--- src/design/sfr_pkg.sv ---
package sfr_pkg;

    // Table geometry
    localparam int GLYPH_COUNT = 128;
    localparam int MAX_STROKES = 32;
    localparam int CODE_BITS   = 7;
    localparam int SLOT_BITS   = 5;
    localparam int ADDR_BITS   = CODE_BITS + SLOT_BITS;
    localparam int TABLE_DEPTH = GLYPH_COUNT * MAX_STROKES;
    localparam int ENTRY_BITS  = 18;

    // Pen coordinates and the internal working word of the shared adder
    localparam int COORD_BITS  = 16;
    localparam int DW          = 20;

    // Configuration port
    localparam int CFG_IDX_BITS  = 3;
    localparam int CFG_DATA_BITS = 13;

    // Request actions
    localparam logic [1:0] ACT_BEGIN = 2'd0;
    localparam logic [1:0] ACT_CHAR  = 2'd1;
    localparam logic [1:0] ACT_LOAD  = 2'd2;

    // Stroke opcodes
    localparam logic [1:0] OP_END  = 2'd0;
    localparam logic [1:0] OP_DRAW = 2'd2;
    localparam logic [1:0] OP_MOVE = 2'd3;

    // Register indexes
    localparam logic [CFG_IDX_BITS-1:0] REG_WIN_WIDTH  = 3'd0;
    localparam logic [CFG_IDX_BITS-1:0] REG_WIN_HEIGHT = 3'd1;
    localparam logic [CFG_IDX_BITS-1:0] REG_CHAR_WIDTH = 3'd2;
    localparam logic [CFG_IDX_BITS-1:0] REG_CHAR_HEIGHT= 3'd3;
    localparam logic [CFG_IDX_BITS-1:0] REG_FONT_SIZE  = 3'd4;

    typedef logic signed [DW-1:0]         word_t;
    typedef logic signed [COORD_BITS-1:0] coord_t;

    typedef struct packed {
        logic [12:0] window_width;
        logic [12:0] window_height;
        logic [6:0]  base_char_width;
        logic [6:0]  base_char_height;
        logic        font_size;
    } cfg_t;

    typedef struct packed {
        logic [1:0]         action;
        logic signed [15:0] start_x;
        logic signed [15:0] start_y;
        logic signed [15:0] start_z;
        logic [7:0]         str_length;
        logic [6:0]         char_code;
        logic [4:0]         stroke_index;
        logic [1:0]         stroke_op;
        logic signed [7:0]  stroke_dx;
        logic signed [7:0]  stroke_dy;
    } item_t;

    typedef struct packed {
        logic signed [15:0] x0;
        logic signed [15:0] y0;
        logic signed [15:0] x1;
        logic signed [15:0] y1;
        logic signed [15:0] z;
        logic               last;
    } seg_t;

    // Shared adder request: sum = a + (inv ? ~b : b) + cin
    typedef struct packed {
        word_t a;
        word_t b;
        logic  inv;
        logic  cin;
    } alu_req_t;

    typedef struct packed {
        word_t sum;
        logic  neg;
        logic  zero;
    } alu_res_t;

endpackage

--- src/design/sfr_alu.sv ---
module sfr_alu
    import sfr_pkg::*;
(
    input  alu_req_t req,
    output alu_res_t res
);

    word_t b_op;

    // Add or subtract with carry in, flag sign and zero
    always_comb
    begin
        b_op     = req.inv ? ~req.b : req.b;
        res.sum  = req.a + b_op + word_t'(req.cin);
        res.neg  = res.sum[DW-1];
        res.zero = (res.sum == '0);
    end

endmodule

--- config.mk ---
export PLATFORM = sky130hd
export DESIGN_NAME = sfr_alu
export DESIGN_NICKNAME = d
export VERILOG_FILES = /design/src/design/sfr_pkg.sv /design/src/design/sfr_alu.sv
export SDC_FILE = /design/constraint.sdc
export NUM_CORES = 1
export LEC_CHECK = 0
export ABC_AREA = 0
export BUFFER_PORTS_ARGS = -buffer_cell sky130_fd_sc_hd__buf_2
export CORE_ASPECT_RATIO = 0.7
export CORE_MARGIN = 2
export CORE_UTILIZATION = 48
export DETAILED_ROUTE_END_ITERATION = 10
export PLACE_DENSITY = 0.86
export RECOVER_POWER = 100
export SLEW_MARGIN = 10
export SYNTH_ARGS = -nofsm -noshare
export SYNTH_HDL_FRONTEND = slang
export SYNTH_SLANG_ARGS = --single-unit
export TNS_END_PERCENT = 10
--- constraint.sdc ---
create_clock -name vclk -period 7.65
set_input_delay 1.53 -clock vclk [all_inputs]
set_output_delay 1.53 -clock vclk [all_outputs]
set_load 0.005 [all_outputs]
[Yosys cells after proc, flatten, opt, wreduce, memory -nomap -nowiden]
Index checks and enable logic that the tools add are counted.
Operators by class
  add/subtract/negate cells: 2
  bitwise operators: 1
  multiplexer cells: 1
  reduce and logical (&&, ||, !) cells: 1
Operators by type and width (number)
  20-bit by 2-bit adder with 20-bit output: 1
  20-bit adder: 1
  20-bit logical NOT: 1
  20-bit 2-to-1 mux: 1
  20-bit NOT: 1
Storage, ports and cells
  word-level logic and storage cells: 5
  register bits after elaboration: 0
  input port bits: 42

[Depth between registers and ports, before layout]
Gate-level depths: netlist of run 1.
  depth after elaboration: 5
  depth in mapped cells: 12

[Least setup slack after synthesis of run 1]
Ideal clock, no wire load.
  path kind: input to output
  start point: input req[1] (netlist name)
  end point: output res[0] (netlist name)
  stages: 12
  arrival time: 4.554 ns
  required time: 6.120 ns
  path slack: 1.566 ns
  path through: buf_1 -> buf_1 -> xor2_1 -> ha_1 -> a21oi_1 -> o211ai_1 -> xor2_1 -> or4_1 -> nor3_1 -> and4bb_1 -> nand4bb_1 -> nor4_2
RTL lines
  start, declared: line sfr_alu.sv:4  | input alu_req_t req,
  end, declared: line sfr_alu.sv:5  | output alu_res_t res

==> flow_summary_export.csv, run 1 <==
group,metric,value,unit
floorplan,core_area,2210,sq um
yosys,muxShareOfSynthArea,0,
grt,globalRoute.totalOverflow,0,
sta,fin_ws,996,ps
placement,gp_congestion,0.975,
critical_path,slowest_delay,690,ps
floorplan,die_w,62.4,um
finish,drive_gt1_frac,0.262,
yosys,yosysTopAreaCell,"ha_1",
yosys,synthAdderAreaFrac,0.253,
critical_path,crit_end,"res[0]",
grt,track_usage,0.203,
yosys,ys_seq_area_frac,0,
clock_tree,post-cts-setup-buffers,0,
yosys,yosysTopAreaCellShare,0.218,
sta,whs,3430,ps
floorplan,die-area,2800,sq um
yosys,yosysWarnings,0,
sta,fmax,150,MHz
pwr,p_per_area,131,nW/um^2
critical_path,cp_slowest_cell,"clkbuf_1",
critical_path,cp_max_fo,13,
floorplan,fp-row-count,14,
critical_path,cp_cell_sequence,"clkbuf_1, clkbuf_1, xor2_1, ha_1, nand3_1, o211ai_1, xor2_1, or4_1, nor3_1, and4bb_1, nand4bb_1, nor4_2, clkbuf_2",
critical_path,path_delay_family,"simple AND/OR/NAND/NOR gates",
placement,dp_hpwl,2590,um
sta,finalCriticalPeriod,6650,ps
critical_path,timing.critical_path.buf_inv,3,
yosys,synth_top_family_by_area,"XOR/XNOR gates",
sta,fin_crit_sh,0.870,
route,drt_wl_total,2920,um
finish,seq_cell_count,0,
critical_path,cp_num_cells,13,
placement,dp_slack,1610,ps
finish,nClkBuffers,0,
critical_path,crit_path_start_kind,"input port",
grt,grt_util_met3,0.00249,
worst_hold_path,hp-class,"input port to output pin",
clock_tree,ctsResizeCount,0,
yosys,synth_area_leaders,"ha_1, xor2_1, xnor2_1",
clock_tree,cts_hold_buf,0,
finish,syn_to_final_growth,28.3,%
route,routedWlPerCell,12.1,um
sta,finalHoldViolCount,0,
yosys,yosys.area_share.simple,0.159,
flow_run,maxCapViolCount,0,
yosys,ys_types,36,
yosys,synth-compound-area-share,0.263,
yosys,syn_inst,148,
outcome,outcome,"completed",
floorplan,die_h,44.9,um
critical_path,arrival,5120,ps
finish,antenna-diode-count,0,
route,dr_total_vias,1303,
route,first_pass_iters,4,
yosys,synth_xor_area_frac,0.298,
grt,grt_pass1_vias,1095,
sta,fin_setup_tns,0,ps
route,drc_errors,0,
worst_hold_path,worstHoldStart,"req[22]",
sta,slew_headroom,0.445,
grt,grt_pass1_wl,4740,um
sta,tightest_slew,833,ps
grt,grt_max_degree,14,
pwr,p_leak,0.725,nW
finish,regArea,0,sq um
critical_path,crit_start,"req[1]",
pwr,peakVddDrop,0.0535,mV
grt,gr-max-usage-layer,"met2",
critical_path,crit_type,"input port to output pin",
sta,rsz0062_at_grt,"no",
placement,io_buffers,64,
yosys,syn_avg_cell_area,7.74,sq um
grt,met1_usage,0.312,
floorplan,start_util,0.519,
route,dr.first_iter.drc_count,59,
grt,grt_use_met2,0.344,
yosys,syn-cell-area,1150,sq um
sta,finalMaxSlewViolations,0,
critical_path,crit_path_end_kind,"output pin",
finish,layout.nets,276,
critical_path,required,6120,ps
route,drt-vias-per-instance,5.38,
grt,antenna_found_initial,0,
floorplan,boundaryPins,64,
route,ant_nets,0,
sta,finalSetupViolations,0,
yosys,syn_nets,212,
Yosys cell counts (all sizes together):
master,n
xnor2,13
o31a,1
a31o,2
nand2b,1
o31ai,1
a21oi,17
a211oi,1
or3,3
nor2,6
nor3,4
o21ai,7
or4,1
nor4,1
xor2,26
a221oi,1
and3,1
o211ai,1
nor2b,1
a31oi,4
nand4bb,1
o21bai,4
a21o,5
and4bb,1
a221o,1
inv,4
nand3,5
fa,2
buf,3
nand2,9
o21a,1
ha,20
report_power, final:
part	internal, W	switching (W)
Sequential	0	0
Clock	0	0
Combinational	0.0000875	0.000105
Total	0.0000875	0.000105
final cells by class:
type	instances	area, sq um
well taps	32	40.0
repair buffers	65	309
inverters	4	15.0
fillers	228	737
multi-input cells	141	1110
placed cells by master, fill, tap and decap left out, drive strengths merged, types with 2 or more instances in the layout:
master	instances
nor3	4
or3	3
xnor2	13
inv	4
a21o	5
o21ai	7
fa	2
ha	20
nand3	5
nand2	9
a31oi	4
xor2	26
a21oi	17
a31o	2
buf	47
o21bai	4
clkbuf	18
nor2	6
logic make-up (layout without fill, tap and decap cells):
kind of cell | count (synthesis) | count (layout)
AOI/OAI and AO/OA | 46 | 46
xor gates and xnor gates | 39 | 39
and+or+nand+nor | 34 | 34
adders and majority gates | 22 | 22
buffers and inverters | 7 | 69
worst min-delay path by stage:
stage,end,slack [ps],depth (start not counted)
6_report,res[2],3430,3
5_1_grt,res[2],3450,3
4_1_cts,res[2],3430,3
3_5_place_dp,res[2],3430,3
3_3_place_gp,res[2],3420,3
2_1_floorplan,res[2],3220,1
tightest hold or removal path: cells and delay by family:
kind	cells	cell delay (ps)
buffers and inverters	2	200
adder cells (fa/ha/maj)	1	170
metrics by stage:
step	utilization	std cells	area, sq um	total power, W
finish	0.666	242	1470	0.000193
global route	0.666	242	1470	0.000214
CTS	0.679	242	1500	0.000199
detailed placement	0.679	242	1500	0.000198
global placement	0.679	242	1500	0.000195
floorplan	-	148	1150	0.000131
layer usage:
layer | vias up | part of all wire
met2 | 52 | 0.44
met3 | 0 | 0.072
met5 | - | 0
met4 | 0 | 0
met1 | 585 | 0.49
li1 | 666 | -
No activity file was read; power rests on OpenSTA's default activity.
==> inputs of run 2 (changes only) <==
Settings changed: BUFFER_PORTS_ARGS -buffer_cell sky130_fd_sc_hd__buf_2 to -buffer_cell sky130_fd_sc_hd__buf_4, RECOVER_POWER 100 to 25, TNS_END_PERCENT 10 to 50.
==> flow_summary_export.csv, run 2 (synthesis results as in run 1) <==
group,metric,value,unit
route,drt-vias-per-instance,5.44,
floorplan,die_h,44.9,um
sta,slew_headroom,0.705,
sta,finalCriticalPeriod,6140,ps
route,ant_nets,0,
pwr,power.internal,0.000118,W
critical_path,arrival,4610,ps
route,dr_total_vias,1312,
critical_path,required,6120,ps
critical_path,path_delay_family,"simple AND/OR/NAND/NOR gates",
critical_path,crit_path_start_kind,"input port",
critical_path,slowest_delay,500,ps
sta,fin_setup_tns,0,ps
finish,layout.nets,275,
finish,final_cell_mix,"buf_4, xor2_1, ha_1",
clock_tree,ctsResizeCount,0,
finish,syn_to_final_growth,44.1,%
route,drt_wl_total,3200,um
floorplan,core_area,2210,sq um
finish,seq_cell_count,0,
sta,fmax,163,MHz
floorplan,die-area,2800,sq um
worst_hold_path,hp-class,"input port to output pin",
placement,dp_hpwl,2800,um
clock_tree,post-cts-setup-buffers,0,
pwr,p_switching,0.000109,W
route,dr.first_iter.drc_count,50,
finish,regArea,0,sq um
grt,globalRoute.totalOverflow,0,
route,first_pass_iters,4,
grt,grt_max_degree,21,
sta,finalMaxSlewViolations,0,
finish,final_common_cell,"buf_4",
pwr,p_leak,0.812,nW
grt,antenna_found_initial,0,
critical_path,cp_max_fo,20,
route,routedWlPerCell,13.3,um
sta,fin_crit_sh,0.802,
critical_path,crit_type,"input port to output pin",
pwr,peakVddDrop,0.0699,mV
flow_run,maxCapViolCount,0,
placement,gp_congestion,1.02,
placement,io_buffers,64,
floorplan,fp-row-count,14,
floorplan,start_util,0.519,
floorplan,boundaryPins,64,
critical_path,cp_cell_sequence,"buf_4, xor2_1, fa_1, fa_1, a21o_1, a21oi_1, xnor2_1, or4_1, nor3_1, and4bb_1, nand4bb_1, nor4_2, buf_4",
sta,tightest_slew,441,ps
pwr,p_sw_frac,0.481,
route,met1_length,1450,um
critical_path,cp_slowest_cell,"or4_1",
grt,track_usage,0.224,
pwr,clockPowerShare,0,
pwr,combPwrFrac,1.000,
grt,grt_pass1_wl,5170,um
placement,place_area,1650,sq um
floorplan,die_w,62.4,um
grt,grt_pass1_vias,1143,
outcome,outcome,"completed",
critical_path,timing.critical_path.buf_inv,2,
sta,finalHoldViolCount,0,
route,wl_met2,1470,um
pwr,pwr-share-seq,0,
finish,final_area,1650,sq um
route,drc_errors,0,
pwr,p_per_area,137,nW/um^2
sta,fin_ws,1510,ps
placement,dp_slack,1510,ps
route,met3_length,274,um
finish,drive_gt1_frac,0.330,
critical_path,crit_path_end_kind,"output pin",
clock_tree,cts_hold_buf,0,
route,top_layer,"met3",
sta,finalSetupViolations,0,
sta,rsz0062_at_grt,"no",
finish,nClkBuffers,0,
finish,antenna-diode-count,0,
[run 2: cell types whose count changed in the layout (fill, tap and decap cells not counted)]
cell	delta
o21ai_0	-1
a21oi_1	-1
o21ai_1	+1
clkbuf_4	+4
a21oi_2	+1
buf_2	-47
buf_4	+60
a31oi_1	-1
a31oi_2	+1
clkbuf_1	-13
clkbuf_2	-5
[run 2: layout make-up]
type | count | area (sq um)
Inverter | 4 | 15.0
Fill cell | 191 | 556
Tap cell | 32 | 40.0
Multi-Input combinational cell | 141 | 1120
Timing Repair Buffer | 64 | 480
[run 2: per-stage QoR]
stage	cells	power [W]	utilization	hold slack, ps
global placement	241	0.000223	0.748	3430
global route	241	0.000247	0.748	3450
floorplan	148	0.000131	-	3220
detailed placement	241	0.000226	0.748	3430
CTS	241	0.000227	0.748	3430
finish	241	0.000227	0.748	3430
[run 2: worst min-delay path, cell delays in order]
cell,delay (ps)
buf_4,90
fa_1,170
buf_4,110
[run 2: path summary, 6_finish.rpt]
path	end	startpoint	slack, ps	depth (start not counted)
hold / removal	res[2]	req[22]	3430	3
setup / recovery	res[0]	req[1]	1510	13
[run 2: power groups by stage]
stage / clock (W) / sequential, W / combinational (W)
floorplan: 0 / 0 / 0.000131
global placement: 0 / 0 / 0.000223
detailed placement: 0 / 0 / 0.000226
CTS: 0 / 0 / 0.000227
global route: 0 / 0 / 0.000247
finish: 0 / 0 / 0.000227
[run 2: per-layer routing]
| layer | global-route usage | up-vias |
|---|---|---|
| met1 | 0.326 | 594 |
| met3 | 0.0175 | 0 |
| met2 | 0.391 | 50 |
| met4 | 0 | 0 |
| li1 | - | 668 |
| met5 | 0 | - |
==> inputs of run 3 (changes only) <==
Clock period 7.65 ns to 6.26 ns, I/O delays scaled along.
==> flow_summary_export.csv, run 3 (synthesis results as in run 1) <==
group,metric,value,unit
outcome,outcome,"completed",
floorplan,start_util,0.519,
grt,globalRoute.totalOverflow,0,
clock_tree,post-cts-setup-buffers,0,
sta,finalMaxSlewViolations,0,
pwr,p_leak,0.812,nW
floorplan,boundaryPins,64,
placement,dp_hpwl,2870,um
critical_path,crit_type,"input port to output pin",
critical_path,crit_path_end_kind,"output pin",
clock_tree,cts_hold_buf,0,
sta,rsz0062_at_grt,"no",
worst_hold_path,hp-class,"input port to output pin",
finish,seq_cell_count,0,
sta,finalSetupViolations,0,
pwr,pwr-share-seq,0,
grt,antenna_found_initial,0,
pwr,power.internal,0.000144,W
finish,nClkBuffers,0,
critical_path,crit_path_start_kind,"input port",
sta,finalCriticalPeriod,5570,ps
sta,slew_headroom,0.699,
floorplan,die_w,62.4,um
pwr,combPwrFrac,1.000,
placement,place_area,1650,sq um
route,drt_wl_total,3220,um
finish,drive_gt1_frac,0.330,
placement,place_inst,241,
route,routedWlPerCell,13.4,um
route,first_pass_iters,4,
placement,dp_slack,706,ps
route,dr_total_vias,1324,
critical_path,required,5010,ps
placement,io_buffers,64,
grt,track_usage,0.231,
pwr,p_switching,0.000134,W
sta,tightest_slew,449,ps
grt,grt_max_degree,21,
finish,final_cell_mix,"buf_4, xor2_1, ha_1",
grt,grt_pass1_vias,1179,
grt,grt_pass1_wl,5350,um
route,drc_errors,0,
pwr,peakVddDrop,0.0785,mV
route,ant_nets,0,
finish,final_cells,241,
pwr,p_sw_frac,0.481,
sta,finalHoldViolCount,0,
finish,antenna-diode-count,0,
pwr,p_per_area,168,nW/um^2
critical_path,cp_max_fo,20,
finish,final_util,0.748,
floorplan,die-area,2800,sq um
finish,syn_to_final_growth,44.1,%
sta,fin_setup_tns,0,ps
clock_tree,ctsResizeCount,0,
placement,gp_congestion,1.02,
sta,fmax,179,MHz
route,drt-vias-per-instance,5.49,
flow_run,maxCapViolCount,0,
finish,final_common_cell,"buf_4",
pwr,clockPowerShare,0,
sta,fin_crit_sh,0.890,
route,dr.first_iter.drc_count,48,
floorplan,fp-row-count,14,
finish,final_area,1650,sq um
critical_path,arrival,4320,ps
finish,layout.nets,275,
finish,regArea,0,sq um
floorplan,die_h,44.9,um
floorplan,core_area,2210,sq um
sta,fin_ws,687,ps
==> run 3: cell counts in the layout (fill, tap and decap cells not counted) <==
Identical to the previous run, type by type.
==> run 3: cell type report <==
class                      instances  area (sq um)
fill                             188           556
inverter                           4          15.0
multi-input combinational        141          1120
tap                               32          40.0
timing repair buffer              64           480
==> run 3: per-stage QoR <==
step                hold WS (ps)  power (W)
finish                      2890   0.000277
global route                2920   0.000305
CTS                         2890   0.000279
detailed placement          2890   0.000277
global placement            2870   0.000273
floorplan                   2670   0.000160
==> run 3: path summary, 6_finish.rpt <==
path	start	endpoint	slack, ps	cells after the start
max	req[1]	res[0]	690	13
min	req[22]	res[2]	2890	3
==> run 3: routing by layer <==
| metal | global-route usage | routed length (um) |
|---|---|---|
| met5 | 0 | 0 |
| met1 | 0.328 | 1490 |
| met3 | 0.0200 | 196 |
| met4 | 0.00889 | 0 |
| met2 | 0.411 | 1530 |
==> run 3: power by group through the flow <==
stage	clock network (W)	registers (W)	logic [W]
after floorplan	0	0	0.000160
after global placement	0	0	0.000273
after detailed placement	0	0	0.000277
after CTS	0	0	0.000279
after global routing	0	0	0.000305
final	0	0	0.000277
==> run 3: critical path, cell delays in order <==
cell      delay, ps
buf_4           290
xor2_1          130
fa_1            410
fa_1            410
a21o_1          210
a221o_1         360
a31o_1          240
a21oi_2         200
o21bai_1        130
a21oi_2         160
xnor2_1         110
nor4_2          270
buf_4           150
