===== src/design/sfr_pkg.sv =====
package sfr_pkg;

    // Table geometry
    localparam int GLYPH_COUNT = 128;
    localparam int MAX_STROKES = 32;
    localparam int CODE_BITS   = 7;
    localparam int SLOT_BITS   = 5;
    localparam int ADDR_BITS   = CODE_BITS + SLOT_BITS;
    localparam int TABLE_DEPTH = GLYPH_COUNT * MAX_STROKES;
    localparam int ENTRY_BITS  = 18;

    // Pen coordinates and the internal working word of the shared adder
    localparam int COORD_BITS  = 16;
    localparam int DW          = 20;

    // Configuration port
    localparam int CFG_IDX_BITS  = 3;
    localparam int CFG_DATA_BITS = 13;

    // Request actions
    localparam logic [1:0] ACT_BEGIN = 2'd0;
    localparam logic [1:0] ACT_CHAR  = 2'd1;
    localparam logic [1:0] ACT_LOAD  = 2'd2;

    // Stroke opcodes
    localparam logic [1:0] OP_END  = 2'd0;
    localparam logic [1:0] OP_DRAW = 2'd2;
    localparam logic [1:0] OP_MOVE = 2'd3;

    // Register indexes
    localparam logic [CFG_IDX_BITS-1:0] REG_WIN_WIDTH  = 3'd0;
    localparam logic [CFG_IDX_BITS-1:0] REG_WIN_HEIGHT = 3'd1;
    localparam logic [CFG_IDX_BITS-1:0] REG_CHAR_WIDTH = 3'd2;
    localparam logic [CFG_IDX_BITS-1:0] REG_CHAR_HEIGHT= 3'd3;
    localparam logic [CFG_IDX_BITS-1:0] REG_FONT_SIZE  = 3'd4;

    typedef logic signed [DW-1:0]         word_t;
    typedef logic signed [COORD_BITS-1:0] coord_t;

    typedef struct packed {
        logic [12:0] window_width;
        logic [12:0] window_height;
        logic [6:0]  base_char_width;
        logic [6:0]  base_char_height;
        logic        font_size;
    } cfg_t;

    typedef struct packed {
        logic [1:0]         action;
        logic signed [15:0] start_x;
        logic signed [15:0] start_y;
        logic signed [15:0] start_z;
        logic [7:0]         str_length;
        logic [6:0]         char_code;
        logic [4:0]         stroke_index;
        logic [1:0]         stroke_op;
        logic signed [7:0]  stroke_dx;
        logic signed [7:0]  stroke_dy;
    } item_t;

    typedef struct packed {
        logic signed [15:0] x0;
        logic signed [15:0] y0;
        logic signed [15:0] x1;
        logic signed [15:0] y1;
        logic signed [15:0] z;
        logic               last;
    } seg_t;

    // Shared adder request: sum = a + (inv ? ~b : b) + cin
    typedef struct packed {
        word_t a;
        word_t b;
        logic  inv;
        logic  cin;
    } alu_req_t;

    typedef struct packed {
        word_t sum;
        logic  neg;
        logic  zero;
    } alu_res_t;

endpackage


===== src/design/sfr_ctrl.sv =====
module sfr_ctrl
    import sfr_pkg::*;
(
    input  logic                  clk,
    input  logic                  rst_n,
    input  cfg_t                  cfg_q,
    input  logic                  item_valid,
    output logic                  item_ready,
    input  item_t                 item_d,
    output logic                  seg_valid,
    input  logic                  seg_ready,
    output seg_t                  seg_d,
    output logic                  mem_we,
    output logic [ADDR_BITS-1:0]  mem_waddr,
    output logic [ENTRY_BITS-1:0] mem_wdata,
    output logic [ADDR_BITS-1:0]  mem_raddr,
    input  logic [ENTRY_BITS-1:0] mem_rdata,
    output alu_req_t              alu_req,
    input  alu_res_t              alu_res
);

    localparam logic [3:0] S_CLEAR = 4'd0;
    localparam logic [3:0] S_IDLE  = 4'd1;
    localparam logic [3:0] S_BY0   = 4'd2;
    localparam logic [3:0] S_BNEAR = 4'd3;
    localparam logic [3:0] S_BDOWN = 4'd4;
    localparam logic [3:0] S_BY1   = 4'd5;
    localparam logic [3:0] S_BX    = 4'd6;
    localparam logic [3:0] S_BMUL  = 4'd7;
    localparam logic [3:0] S_BSKIP = 4'd8;
    localparam logic [3:0] S_BTRIM = 4'd9;
    localparam logic [3:0] S_BSUB  = 4'd10;
    localparam logic [3:0] S_DRD   = 4'd11;
    localparam logic [3:0] S_DOP   = 4'd12;
    localparam logic [3:0] S_DY    = 4'd13;
    localparam logic [3:0] S_DPUSH = 4'd14;
    localparam logic [3:0] S_DEND  = 4'd15;

    localparam logic [SLOT_BITS-1:0] LAST_SLOT = SLOT_BITS'(MAX_STROKES - 1);

    // Control state
    logic [3:0]           state_reg, state_next;
    logic [ADDR_BITS-1:0] clr_reg, clr_next;
    logic [2:0]           bit_reg, bit_next;
    logic [7:0]           len_reg, len_next;
    logic [7:0]           skip_reg, skip_next;
    logic [7:0]           skip_cnt_reg, skip_cnt_next;
    logic [7:0]           render_cnt_reg, render_cnt_next;
    logic [7:0]           char_pos_reg, char_pos_next;
    logic                 visible_reg, visible_next;
    logic [SLOT_BITS-1:0] idx_reg, idx_next;
    logic                 pend_valid_reg, pend_valid_next;
    logic                 out_valid_reg, out_valid_next;
    coord_t               pen_x_reg, pen_x_next;
    coord_t               pen_y_reg, pen_y_next;
    coord_t               pen_z_reg, pen_z_next;

    // Datapath
    word_t                ox_reg, ox_next;
    word_t                oy_reg, oy_next;
    word_t                acc_reg, acc_next;
    coord_t               z_reg, z_next;
    logic [CODE_BITS-1:0] code_reg, code_next;
    logic [1:0]           op_reg, op_next;
    logic signed [7:0]    dy_reg, dy_next;
    coord_t               x1_reg, x1_next;
    seg_t                 new_reg, new_next;
    seg_t                 pend_reg, pend_next;
    seg_t                 out_reg, out_next;

    logic [7:0]           chw;
    logic [7:0]           chh;
    word_t                win_w;
    word_t                win_h;
    word_t                sdx;
    word_t                sdy;
    logic signed [7:0]    ent_dx;
    logic [1:0]           ent_op;
    logic                 out_free;
    logic                 accept;
    logic [3:0]           adv_state;
    logic [SLOT_BITS-1:0] adv_idx;
    logic                 char_live;

    // Cell size, window edges and scaled stroke offsets
    always_comb
    begin
        chw    = cfg_q.font_size ? {cfg_q.base_char_width, 1'b0}
                                 : {1'b0, cfg_q.base_char_width};
        chh    = cfg_q.font_size ? {cfg_q.base_char_height, 1'b0}
                                 : {1'b0, cfg_q.base_char_height};
        win_w  = word_t'(cfg_q.window_width);
        win_h  = word_t'(cfg_q.window_height);
        ent_dx = mem_rdata[7:0];
        ent_op = mem_rdata[17:16];
        sdx    = cfg_q.font_size ? (word_t'(ent_dx) <<< 1) : word_t'(ent_dx);
        sdy    = cfg_q.font_size ? (word_t'(dy_reg) <<< 1) : word_t'(dy_reg);
    end

    assign item_ready = (state_reg == S_IDLE);
    assign accept     = item_valid && item_ready;
    assign out_free   = !out_valid_reg || seg_ready;
    assign seg_valid  = out_valid_reg;
    assign seg_d      = out_reg;
    assign mem_raddr  = {code_reg, idx_reg};
    assign char_live  = ({1'b0, char_pos_reg} <
                         ({1'b0, skip_cnt_reg} + {1'b0, render_cnt_reg}));

    // Step to the next stroke slot or finish the walk
    always_comb
    begin
        if (idx_reg == LAST_SLOT)
        begin
            adv_state = S_DEND;
            adv_idx   = idx_reg;
        end
        else
        begin
            adv_state = S_DRD;
            adv_idx   = idx_reg + 1'b1;
        end
    end

    // Sequencer
    always_comb
    begin
        state_next      = state_reg;
        clr_next        = clr_reg;
        bit_next        = bit_reg;
        len_next        = len_reg;
        skip_next       = skip_reg;
        skip_cnt_next   = skip_cnt_reg;
        render_cnt_next = render_cnt_reg;
        char_pos_next   = char_pos_reg;
        visible_next    = visible_reg;
        idx_next        = idx_reg;
        pend_valid_next = pend_valid_reg;
        out_valid_next  = out_valid_reg && !seg_ready;
        pen_x_next      = pen_x_reg;
        pen_y_next      = pen_y_reg;
        pen_z_next      = pen_z_reg;
        ox_next         = ox_reg;
        oy_next         = oy_reg;
        acc_next        = acc_reg;
        z_next          = z_reg;
        code_next       = code_reg;
        op_next         = op_reg;
        dy_next         = dy_reg;
        x1_next         = x1_reg;
        new_next        = new_reg;
        pend_next       = pend_reg;
        out_next        = out_reg;
        mem_we          = 1'b0;
        mem_waddr       = {item_d.char_code, item_d.stroke_index};
        mem_wdata       = {item_d.stroke_op, item_d.stroke_dy, item_d.stroke_dx};
        alu_req         = '0;

        case (state_reg)
            S_CLEAR:
            begin
                // Sweep the stroke table to end-of-glyph entries
                mem_we    = 1'b1;
                mem_waddr = clr_reg;
                mem_wdata = '0;
                clr_next  = clr_reg + 1'b1;
                if (&clr_reg)
                begin
                    state_next = S_IDLE;
                end
            end

            S_IDLE:
            begin
                if (accept)
                begin
                    case (item_d.action)
                        ACT_BEGIN:
                        begin
                            ox_next         = word_t'(item_d.start_x);
                            oy_next         = word_t'(item_d.start_y);
                            z_next          = coord_t'(item_d.start_z);
                            len_next        = item_d.str_length;
                            skip_next       = '0;
                            visible_next    = 1'b0;
                            skip_cnt_next   = '0;
                            render_cnt_next = '0;
                            char_pos_next   = '0;
                            state_next      = S_BY0;
                        end
                        ACT_CHAR:
                        begin
                            if (visible_reg)
                            begin
                                if (char_pos_reg < skip_cnt_reg)
                                begin
                                    char_pos_next = char_pos_reg + 1'b1;
                                end
                                else if (char_live)
                                begin
                                    char_pos_next = char_pos_reg + 1'b1;
                                    code_next     = item_d.char_code;
                                    idx_next      = '0;
                                    state_next    = S_DRD;
                                end
                            end
                        end
                        ACT_LOAD:
                        begin
                            mem_we = 1'b1;
                        end
                        default:
                        begin
                        end
                    endcase
                end
            end

            S_BY0:
            begin
                // Drop rows above or below the window
                alu_req = '{a: oy_reg, b: win_h, inv: 1'b1, cin: 1'b1};
                if (oy_reg[DW-1] || !alu_res.neg)
                begin
                    state_next = S_IDLE;
                end
                else
                begin
                    state_next = S_BNEAR;
                end
            end

            S_BNEAR:
            begin
                alu_req = '{a: word_t'(chh), b: oy_reg, inv: 1'b1, cin: 1'b1};
                state_next = alu_res.neg ? S_BY1 : S_BDOWN;
            end

            S_BDOWN:
            begin
                // Nudge down by the cell height plus one
                alu_req    = '{a: oy_reg, b: word_t'(chh), inv: 1'b0, cin: 1'b1};
                oy_next    = alu_res.sum;
                state_next = S_BY1;
            end

            S_BY1:
            begin
                alu_req    = '{a: oy_reg, b: win_h, inv: 1'b1, cin: 1'b1};
                state_next = alu_res.neg ? S_BX : S_IDLE;
            end

            S_BX:
            begin
                // Right edge minus start column minus one must stay positive
                alu_req = '{a: win_w, b: ox_reg, inv: 1'b1, cin: 1'b0};
                if (alu_res.neg || alu_res.zero)
                begin
                    state_next = S_IDLE;
                end
                else
                begin
                    acc_next   = ox_reg;
                    bit_next   = '0;
                    state_next = S_BMUL;
                end
            end

            S_BMUL:
            begin
                // Shift-add string end column: start + length * cell width
                alu_req.a   = acc_reg;
                alu_req.b   = len_reg[bit_reg] ? (word_t'(chw) << bit_reg) : '0;
                alu_req.inv = 1'b0;
                alu_req.cin = 1'b0;
                acc_next    = alu_res.sum;
                bit_next    = bit_reg + 1'b1;
                if (&bit_reg)
                begin
                    state_next = S_BSKIP;
                end
            end

            S_BSKIP:
            begin
                // Skip leading characters left of column zero
                alu_req = '{a: ox_reg, b: word_t'(chw), inv: 1'b0, cin: 1'b0};
                if (acc_reg[DW-1] || (acc_reg == '0))
                begin
                    state_next = S_IDLE;
                end
                else if (ox_reg[DW-1] && (len_reg != '0))
                begin
                    ox_next   = alu_res.sum;
                    skip_next = skip_reg + 1'b1;
                    len_next  = len_reg - 1'b1;
                end
                else if (len_reg == '0)
                begin
                    state_next = S_IDLE;
                end
                else
                begin
                    state_next = S_BTRIM;
                end
            end

            S_BTRIM:
            begin
                // Trim trailing characters past the right edge
                alu_req = '{a: acc_reg, b: win_w, inv: 1'b1, cin: 1'b1};
                if (!alu_res.neg && (len_reg != '0))
                begin
                    state_next = S_BSUB;
                end
                else
                begin
                    state_next = S_IDLE;
                    if (len_reg != '0)
                    begin
                        skip_cnt_next   = skip_reg;
                        render_cnt_next = len_reg;
                        pen_x_next      = ox_reg[COORD_BITS-1:0];
                        pen_y_next      = oy_reg[COORD_BITS-1:0];
                        pen_z_next      = z_reg;
                        visible_next    = 1'b1;
                    end
                end
            end

            S_BSUB:
            begin
                alu_req    = '{a: acc_reg, b: word_t'(chw), inv: 1'b1, cin: 1'b1};
                acc_next   = alu_res.sum;
                len_next   = len_reg - 1'b1;
                state_next = S_BTRIM;
            end

            S_DRD:
            begin
                // Table read in flight
                state_next = S_DOP;
            end

            S_DOP:
            begin
                alu_req = '{a: word_t'(pen_x_reg), b: sdx, inv: 1'b0, cin: 1'b0};
                op_next = ent_op;
                dy_next = mem_rdata[15:8];
                x1_next = alu_res.sum[COORD_BITS-1:0];
                case (ent_op)
                    OP_END:
                    begin
                        state_next = S_DEND;
                    end
                    OP_DRAW, OP_MOVE:
                    begin
                        state_next = S_DY;
                    end
                    default:
                    begin
                        idx_next   = adv_idx;
                        state_next = adv_state;
                    end
                endcase
            end

            S_DY:
            begin
                // Y is inverted: subtract the offset
                alu_req    = '{a: word_t'(pen_y_reg), b: sdy, inv: 1'b1, cin: 1'b1};
                pen_x_next = x1_reg;
                pen_y_next = alu_res.sum[COORD_BITS-1:0];
                if (op_reg == OP_DRAW)
                begin
                    new_next = '{x0: pen_x_reg, y0: pen_y_reg, x1: x1_reg,
                                 y1: alu_res.sum[COORD_BITS-1:0], z: pen_z_reg,
                                 last: 1'b0};
                    state_next = S_DPUSH;
                end
                else
                begin
                    idx_next   = adv_idx;
                    state_next = adv_state;
                end
            end

            S_DPUSH:
            begin
                // Hold one segment back so the final one can be marked
                if (!pend_valid_reg)
                begin
                    pend_next       = new_reg;
                    pend_valid_next = 1'b1;
                    idx_next        = adv_idx;
                    state_next      = adv_state;
                end
                else if (out_free)
                begin
                    out_next        = pend_reg;
                    out_valid_next  = 1'b1;
                    pend_next       = new_reg;
                    idx_next        = adv_idx;
                    state_next      = adv_state;
                end
            end

            S_DEND:
            begin
                if (!pend_valid_reg)
                begin
                    state_next = S_IDLE;
                end
                else if (out_free)
                begin
                    out_next        = pend_reg;
                    out_next.last   = 1'b1;
                    out_valid_next  = 1'b1;
                    pend_valid_next = 1'b0;
                    state_next      = S_IDLE;
                end
            end

            default:
            begin
                state_next = S_IDLE;
            end
        endcase
    end

    // Control registers
    always_ff @(posedge clk or negedge rst_n)
    begin
        if (!rst_n)
        begin
            state_reg      <= S_CLEAR;
            clr_reg        <= '0;
            bit_reg        <= '0;
            len_reg        <= '0;
            skip_reg       <= '0;
            skip_cnt_reg   <= '0;
            render_cnt_reg <= '0;
            char_pos_reg   <= '0;
            visible_reg    <= 1'b0;
            idx_reg        <= '0;
            pend_valid_reg <= 1'b0;
            out_valid_reg  <= 1'b0;
            pen_x_reg      <= '0;
            pen_y_reg      <= '0;
            pen_z_reg      <= '0;
        end
        else
        begin
            state_reg      <= state_next;
            clr_reg        <= clr_next;
            bit_reg        <= bit_next;
            len_reg        <= len_next;
            skip_reg       <= skip_next;
            skip_cnt_reg   <= skip_cnt_next;
            render_cnt_reg <= render_cnt_next;
            char_pos_reg   <= char_pos_next;
            visible_reg    <= visible_next;
            idx_reg        <= idx_next;
            pend_valid_reg <= pend_valid_next;
            out_valid_reg  <= out_valid_next;
            pen_x_reg      <= pen_x_next;
            pen_y_reg      <= pen_y_next;
            pen_z_reg      <= pen_z_next;
        end
    end

    // Payload registers
    always_ff @(posedge clk)
    begin
        ox_reg   <= ox_next;
        oy_reg   <= oy_next;
        acc_reg  <= acc_next;
        z_reg    <= z_next;
        code_reg <= code_next;
        op_reg   <= op_next;
        dy_reg   <= dy_next;
        x1_reg   <= x1_next;
        new_reg  <= new_next;
        pend_reg <= pend_next;
        out_reg  <= out_next;
    end

endmodule


===== config.mk =====
export PLATFORM = sky130hd
export DESIGN_NAME = sfr_ctrl
export DESIGN_NICKNAME = d
export VERILOG_FILES = /design/src/design/sfr_pkg.sv /design/src/design/sfr_ctrl.sv
export SDC_FILE = /design/constraint.sdc
export NUM_CORES = 1
export LEC_CHECK = 0
export BUFFER_PORTS_ARGS = -buffer_cell sky130_fd_sc_hd__clkbuf_2
export CELL_PAD_IN_SITES_DETAIL_PLACEMENT = 1
export CELL_PAD_IN_SITES_GLOBAL_PLACEMENT = 2
export CORE_MARGIN = 2
export CORE_UTILIZATION = 38
export DETAILED_ROUTE_END_ITERATION = 8
export GPL_ROUTABILITY_DRIVEN = 0
export MAX_ROUTING_LAYER = met4
export PLACE_DENSITY = 0.84
export RECOVER_POWER = 100
export SLEW_MARGIN = 40
export SYNTH_ARGS = -nofsm -noshare
export SYNTH_HDL_FRONTEND = slang
export SYNTH_SLANG_ARGS = --single-unit

===== constraint.sdc =====
create_clock -name clk -period 8.5 [get_ports clk]
set_input_delay 0 -clock clk [delete_from_list [all_inputs] [get_ports clk]]
set_output_delay 0 -clock clk [all_outputs]
set_load 0.05 [all_outputs]

Word level (Yosys, flattened, before mapping)
Cells that the tools add are included.
- register bits after elaboration: 465
- output and inout bits: 168
- input bits: 173
- word-level logic and storage cells: 255
- $lt $le $gt $ge: 3
- $add $sub $neg: 7
- muxes and demuxes: 103
- reductions and logical operators: 50
- shifts and indexed selects: 1
- equal/unequal tests: 50
- bitwise logic cells: 2
- operator list (cell ; number):
    $mux 81 ; 6
    $pmux 42 s10 ; 1
    $pmux 81 s2 ; 1
    $mux 20 ; 8
    $mux 8 ; 19
    $pmux 20 s2 ; 3
    $mux 16 ; 4
    $pmux 16 s2 ; 2
    $pmux 4 s16 ; 1
    $pmux 8 s2 ; 4
    $mux 4 ; 14
    $mux 5 ; 10
    $eq 4x4->1 const B ; 8
    $ne 2x2->1 const B ; 15
    $reduce_and 5->1 ; 5
    $pmux 8 s3 ; 1
    $ne 3x3->1 const B ; 7
    $logic_not 20->1 ; 1
    $pmux 5 s4 ; 1
    $shl 8x3->20 ; 1
    $mux 18 ; 1
    $add 8x1->8 const B ; 2
    $eq 4x3->1 const B ; 4
    $reduce_bool 2->1 ; 8
    41 further kinds ; 89

Logic depth before layout (Yosys ltp)
- word-level depth: 8
- depth in mapped cells: 15
- mapped depth without buffers: 15

Worst setup path after synthesis
No wires, ideal clock.
- path type: flip-flop to flip-flop
- from: register out_valid_reg, in the netlist seg_valid
- to: register pend_reg[10] in the netlist's numbering (enable)
- path slack: 1.143 ns
- buffers on the path: 0
- clock period less this slack: 7.357 ns
- stages on the path, launching flop included: 3
- arrival: 6.719 ns
- required time: 7.862 ns
- cell sequence: dfrtp_1 nor2b_1 a211oi_1
- cells in the longest elaborated chain, start to end: 4
- ends and longest elaborated chain (element ; RTL line ; source):
    start: declaration ; sfr_ctrl.sv:53 ; logic out_valid_reg, out_valid_next;
    start signal: assignment ; sfr_ctrl.sv:464 ; out_valid_reg <= out_valid_next;
    $logic_not 1->1 ; sfr_ctrl.sv:102 ; assign out_free = !out_valid_reg || seg_ready;
    $logic_or 1x1->1 ; sfr_ctrl.sv:102 ;
    $ne 2x1->1 (no source line) ; n/a ;
    $reduce_and 2->1 (no source line) ; n/a ;
    end signal: assignment ; sfr_ctrl.sv:483 ; pend_reg <= pend_next;
    end: declaration ; sfr_ctrl.sv:68 ; seg_t pend_reg, pend_next;
No other way between the ends.
A chain may end at the register's enable or synchronous reset.

==> summary.md <==
Clock-pin slew was measured on the worst setup and hold paths at 0.07 ns. TritonCTS built the clock tree. The path class of the tightest hold or removal check is input pin to register.

Data arrival time of the critical path: 6.01 ns. The total setup buffers inserted after CTS is 0, and the tightest slew margin relative to the limit is -153.0%. The average cell area after synthesis works out to 13.23 um^2.

For the switching power summed over all nets, the log shows 3.111 mW. Buffer cell driving the clock tree root: clkbuf_16. The number of nets with antenna violations after detailed routing is 0. The required time reported for the critical path endpoint is 8.50 ns, and the max capacitance violation total is 14.

After synthesis the cells add up to 0.01982 mm^2. For the finished layout, the period the worst path requires is 6.009 ns. The compound-cell area share of the yosys netlist was 10.32%; the peak ir drop on the vdd network was 228.7 uV.

After synthesis, the share of flip-flops with an asynchronous set or reset is 24.73%. In this run, the number of DRC markers left after iteration 0 of detailed routing was 1,360. The tools report the setup total negative slack as 0 ns. Clock latency on the worst-skew pair, taken at its later pin, is 0.58 ns. At the end of the flow the core is filled with cells to 48.15%. For this design, the CTS-stage hold fixing added 117 buffers.

The number of global-route vias before repair was 15,540. The logs give 485 for the number of max-slew violations in the final report and 0.02475 mm^2 for the final standard cell area without fillers. The initial antenna violation count is 10, and the CTS buffer count is 48.

For this run, the leading register cell type out of synthesis is edfxtp_1. During placement, the flow inserted port buffers numbering 340. The share of synthesized cell area in full adder, half adder and majority cells works out to 2.058%. Measured against the total synthesized area, the mux share comes to 5.607%.

The post-placement worst setup slack was 4.601 ns. The type of element capturing the critical path is a primary output. The detailed placer's ending HPWL was 46.31 mm. The static leakage is 9.387 nW.

The count of unresolved DRC violations after routing is 0. The final critical path takes up 70.69% of the cycle. The area of the core region was 0.05141 mm^2; the total placed cells including tap cells was 2,465. The tools report the count of boundary I/O pins as 341. The clock tree synthesis step divided the H-tree into 2 levels. Average via count per standard cell: 5.529. The final reports fail on capacitance limit, slew limit. The multi-input combinational cells in the finished layout cover a total of 0.006008 mm^2. Once the floorplan was initialized, standard cells occupied 38.55% of the core. The run gives 0 as the post-cts sizing count. The run gives 465 as the number of sinks handled by clock tree synthesis. The signal on the critical path passes through nand4bb_1 > inv_1 > clkbuf_1 > a22o_1 > a221oi_1 > o21ai_0 > clkbuf_1. The first detailed-routing pass ran for 6 iterations.

The die span in y is 232.4 um, and the sequential standard cell area is 0.01339 mm^2. The number of flip-flops in the largest register was 81. The tools report the final number of hold-violating endpoints as 0.

STA classifies the critical path startpoint as a register. Counting along the longest clock path gives a buffer depth of 3. The fraction of power consumed by combinational cells was 33.0%. For the top achievable clock speed, the log shows 0.1664 GHz. The logs give 2.491 ns for the post-layout worst setup margin and 1,498 for the gate count after technology mapping. The transition time at the pin with the least slew margin was 3.794 ns.

The run finished, with violations left. On the worst path, the slowest cell contributes a delay of 1.82 ns. The completed layout was analyzed and its total power is 7.909 mW.

In this run the power density over the cells is 319.5 mW/mm^2. The relative contribution of the clock network to total power was 27.1%; the fraction of synthesized cell area in xor and xnor cells was 0.9723%. The fraction of final layout cells with drive strength greater than 1 works out to 15.71%. The dominant combinational cell family by area after synthesis is simple AND/OR/NAND/NOR gates.

Routed wire length: 65.84 mm. The tools report the number of unique standard cell types used by synthesis as 77. The final layout contains 2,158 nets. Across the routed clock network, the largest skew measured is 0.01168 ns. The cell-internal power came out at 4.798 mW. The critical path's most frequent cell was clkbuf_1. The largest individual stage delay along the critical path comes from the cell clkbuf_1. The area added between synthesis and finish was 24.91%; the post-synthesis sequential area ratio was 67.56%.

The total die area was 0.05399 mm^2; the worst-path maximum fanout was 41. The number of cell rows is 83, and the switching share of power is 39.33%. The tools report the count of placed standard cells in the final layout, fillers left out as 2,683. Setup repair after global routing left no endpoint under its margin. The run gives 2.71 ns as the internal reg-to-reg setup slack.

For the sequential power share, the log shows 39.9%. For this run the aggregate overflow at the end of global routing stands at 0. The number of warnings printed during yosys synthesis came out at 0.

The worst setup path is of the register to primary output kind. Hold timing on the final database bottoms out at a slack of 0.05037 ns. The tools report the wire length of the first global-routing pass as 97.10 mm. Post-detailed-placement cell area: 0.02236 mm^2. Synthesis produced a netlist with a net count of 1,703. Counting flops with a built-in enable in the synthesized netlist gives 350. The fraction of the mapped netlist area in simple logic gates is 11.34%, and the floorplan die width is 232.4 um.

Setup violations remaining at the end of the flow were counted as 0. The total via count in the routed design is 14,840, and the register bit count reported by yosys is 465. The mean routed wirelength per cell came out at 24.54 um.

The maximum number of pins on one net before global-route repair is 64, and the global-route total usage across every layer is 24.99%. The number of fill cells in the layout was 5,500.
-- layer usage --
layer,part of all wire (%),track usage [%]
met1,41,31.22
met3,7.3,5.157
met2,48,40.23
met5,0,-
met4,3.3,9.095
-- cell usage in the layout, fill, tap and decap left out, types with 34 or more instances in the layout --
master,instances
a31oi_1,34
clkbuf_1,223
clkbuf_16,48
clkbuf_2,140
dfrtp_1,112
dlygate4sd3_1,116
edfxtp_1,350
mux2_2,60
mux2i_1,39
nand2_1,263
nor2_1,77
o21ai_0,41
-- synth_stat cells (24+ instances only) --
cell | count | share of area (%)
a22oi_1 | 24 | 0.91
a31oi_1 | 34 | 1.1
mux2_2 | 60 | 3.4
edfxtp_1 | 350 | 53
nor2_1 | 79 | 1.5
mux2i_1 | 39 | 2.0
nand2_1 | 263 | 5.0
dfrtp_1 | 115 | 15
ha_1 | 31 | 2.0
nor2b_1 | 27 | 0.85
clkbuf_1 | 66 | 1.3
inv_1 | 29 | 0.55
nand3_1 | 31 | 0.78
a21oi_1 | 33 | 0.83
o21ai_0 | 43 | 1.1
-- critical path, delay by kind of cell, from the launching register on --
kind	cells	cell delay (ns)
DFF	1	0.98
and+or+nand+nor	1	0.47
buffers and inverters	3	2.90
AOI/OAI and AO/OA	3	1.02
-- area by class of cell --
type	instances	share of cell area (%)
Antenna cell	11	0.1112
Clock buffer	60	5.196
Clock inverter	29	1.248
Inverter	32	0.4903
Multi-Input combinational cell	924	24.27
Sequential cell	465	54.10
Tap cell	680	3.437
Timing Repair Buffer	482	11.15
-- cells by family (layout without fill, tap and decap cells) --
kind of cell,Yosys count,in the layout
AO/OA/AOI/OAI,277,277
XOR/XNOR,22,22
adder cells (fa/ha/maj),32,32
buffers and inverters,109,603
flip-flops,465,465
multiplexers,101,101
other,0,11
AND/OR/NAND/NOR,492,492
-- power groups by stage --
stage,sequential [mW],clock (mW),combinational (mW)
floorplan,3.03,0,1.89
global placement,3.17,0,2.55
detailed placement,3.19,0,2.61
CTS,3.15,2.18,2.68
global route,3.20,2.26,2.79
finish,3.16,2.14,2.61
-- path summary, 6_finish.rpt --
path / start / cells after the start / to
max reg2reg: state_reg[3] / 6 / ox_reg[13]
max: state_reg[3] / 7 / alu_req[16]
min in group asynchronous: rst_n / 3 / char_pos_reg[2]
max in group asynchronous: rst_n / 3 / state_reg[0]
min reg2reg: pend_reg[44] / 0 / seg_d[44]
min: alu_res[1] / 5 / bit_reg[1]
(Power assumes the default switching activity.)
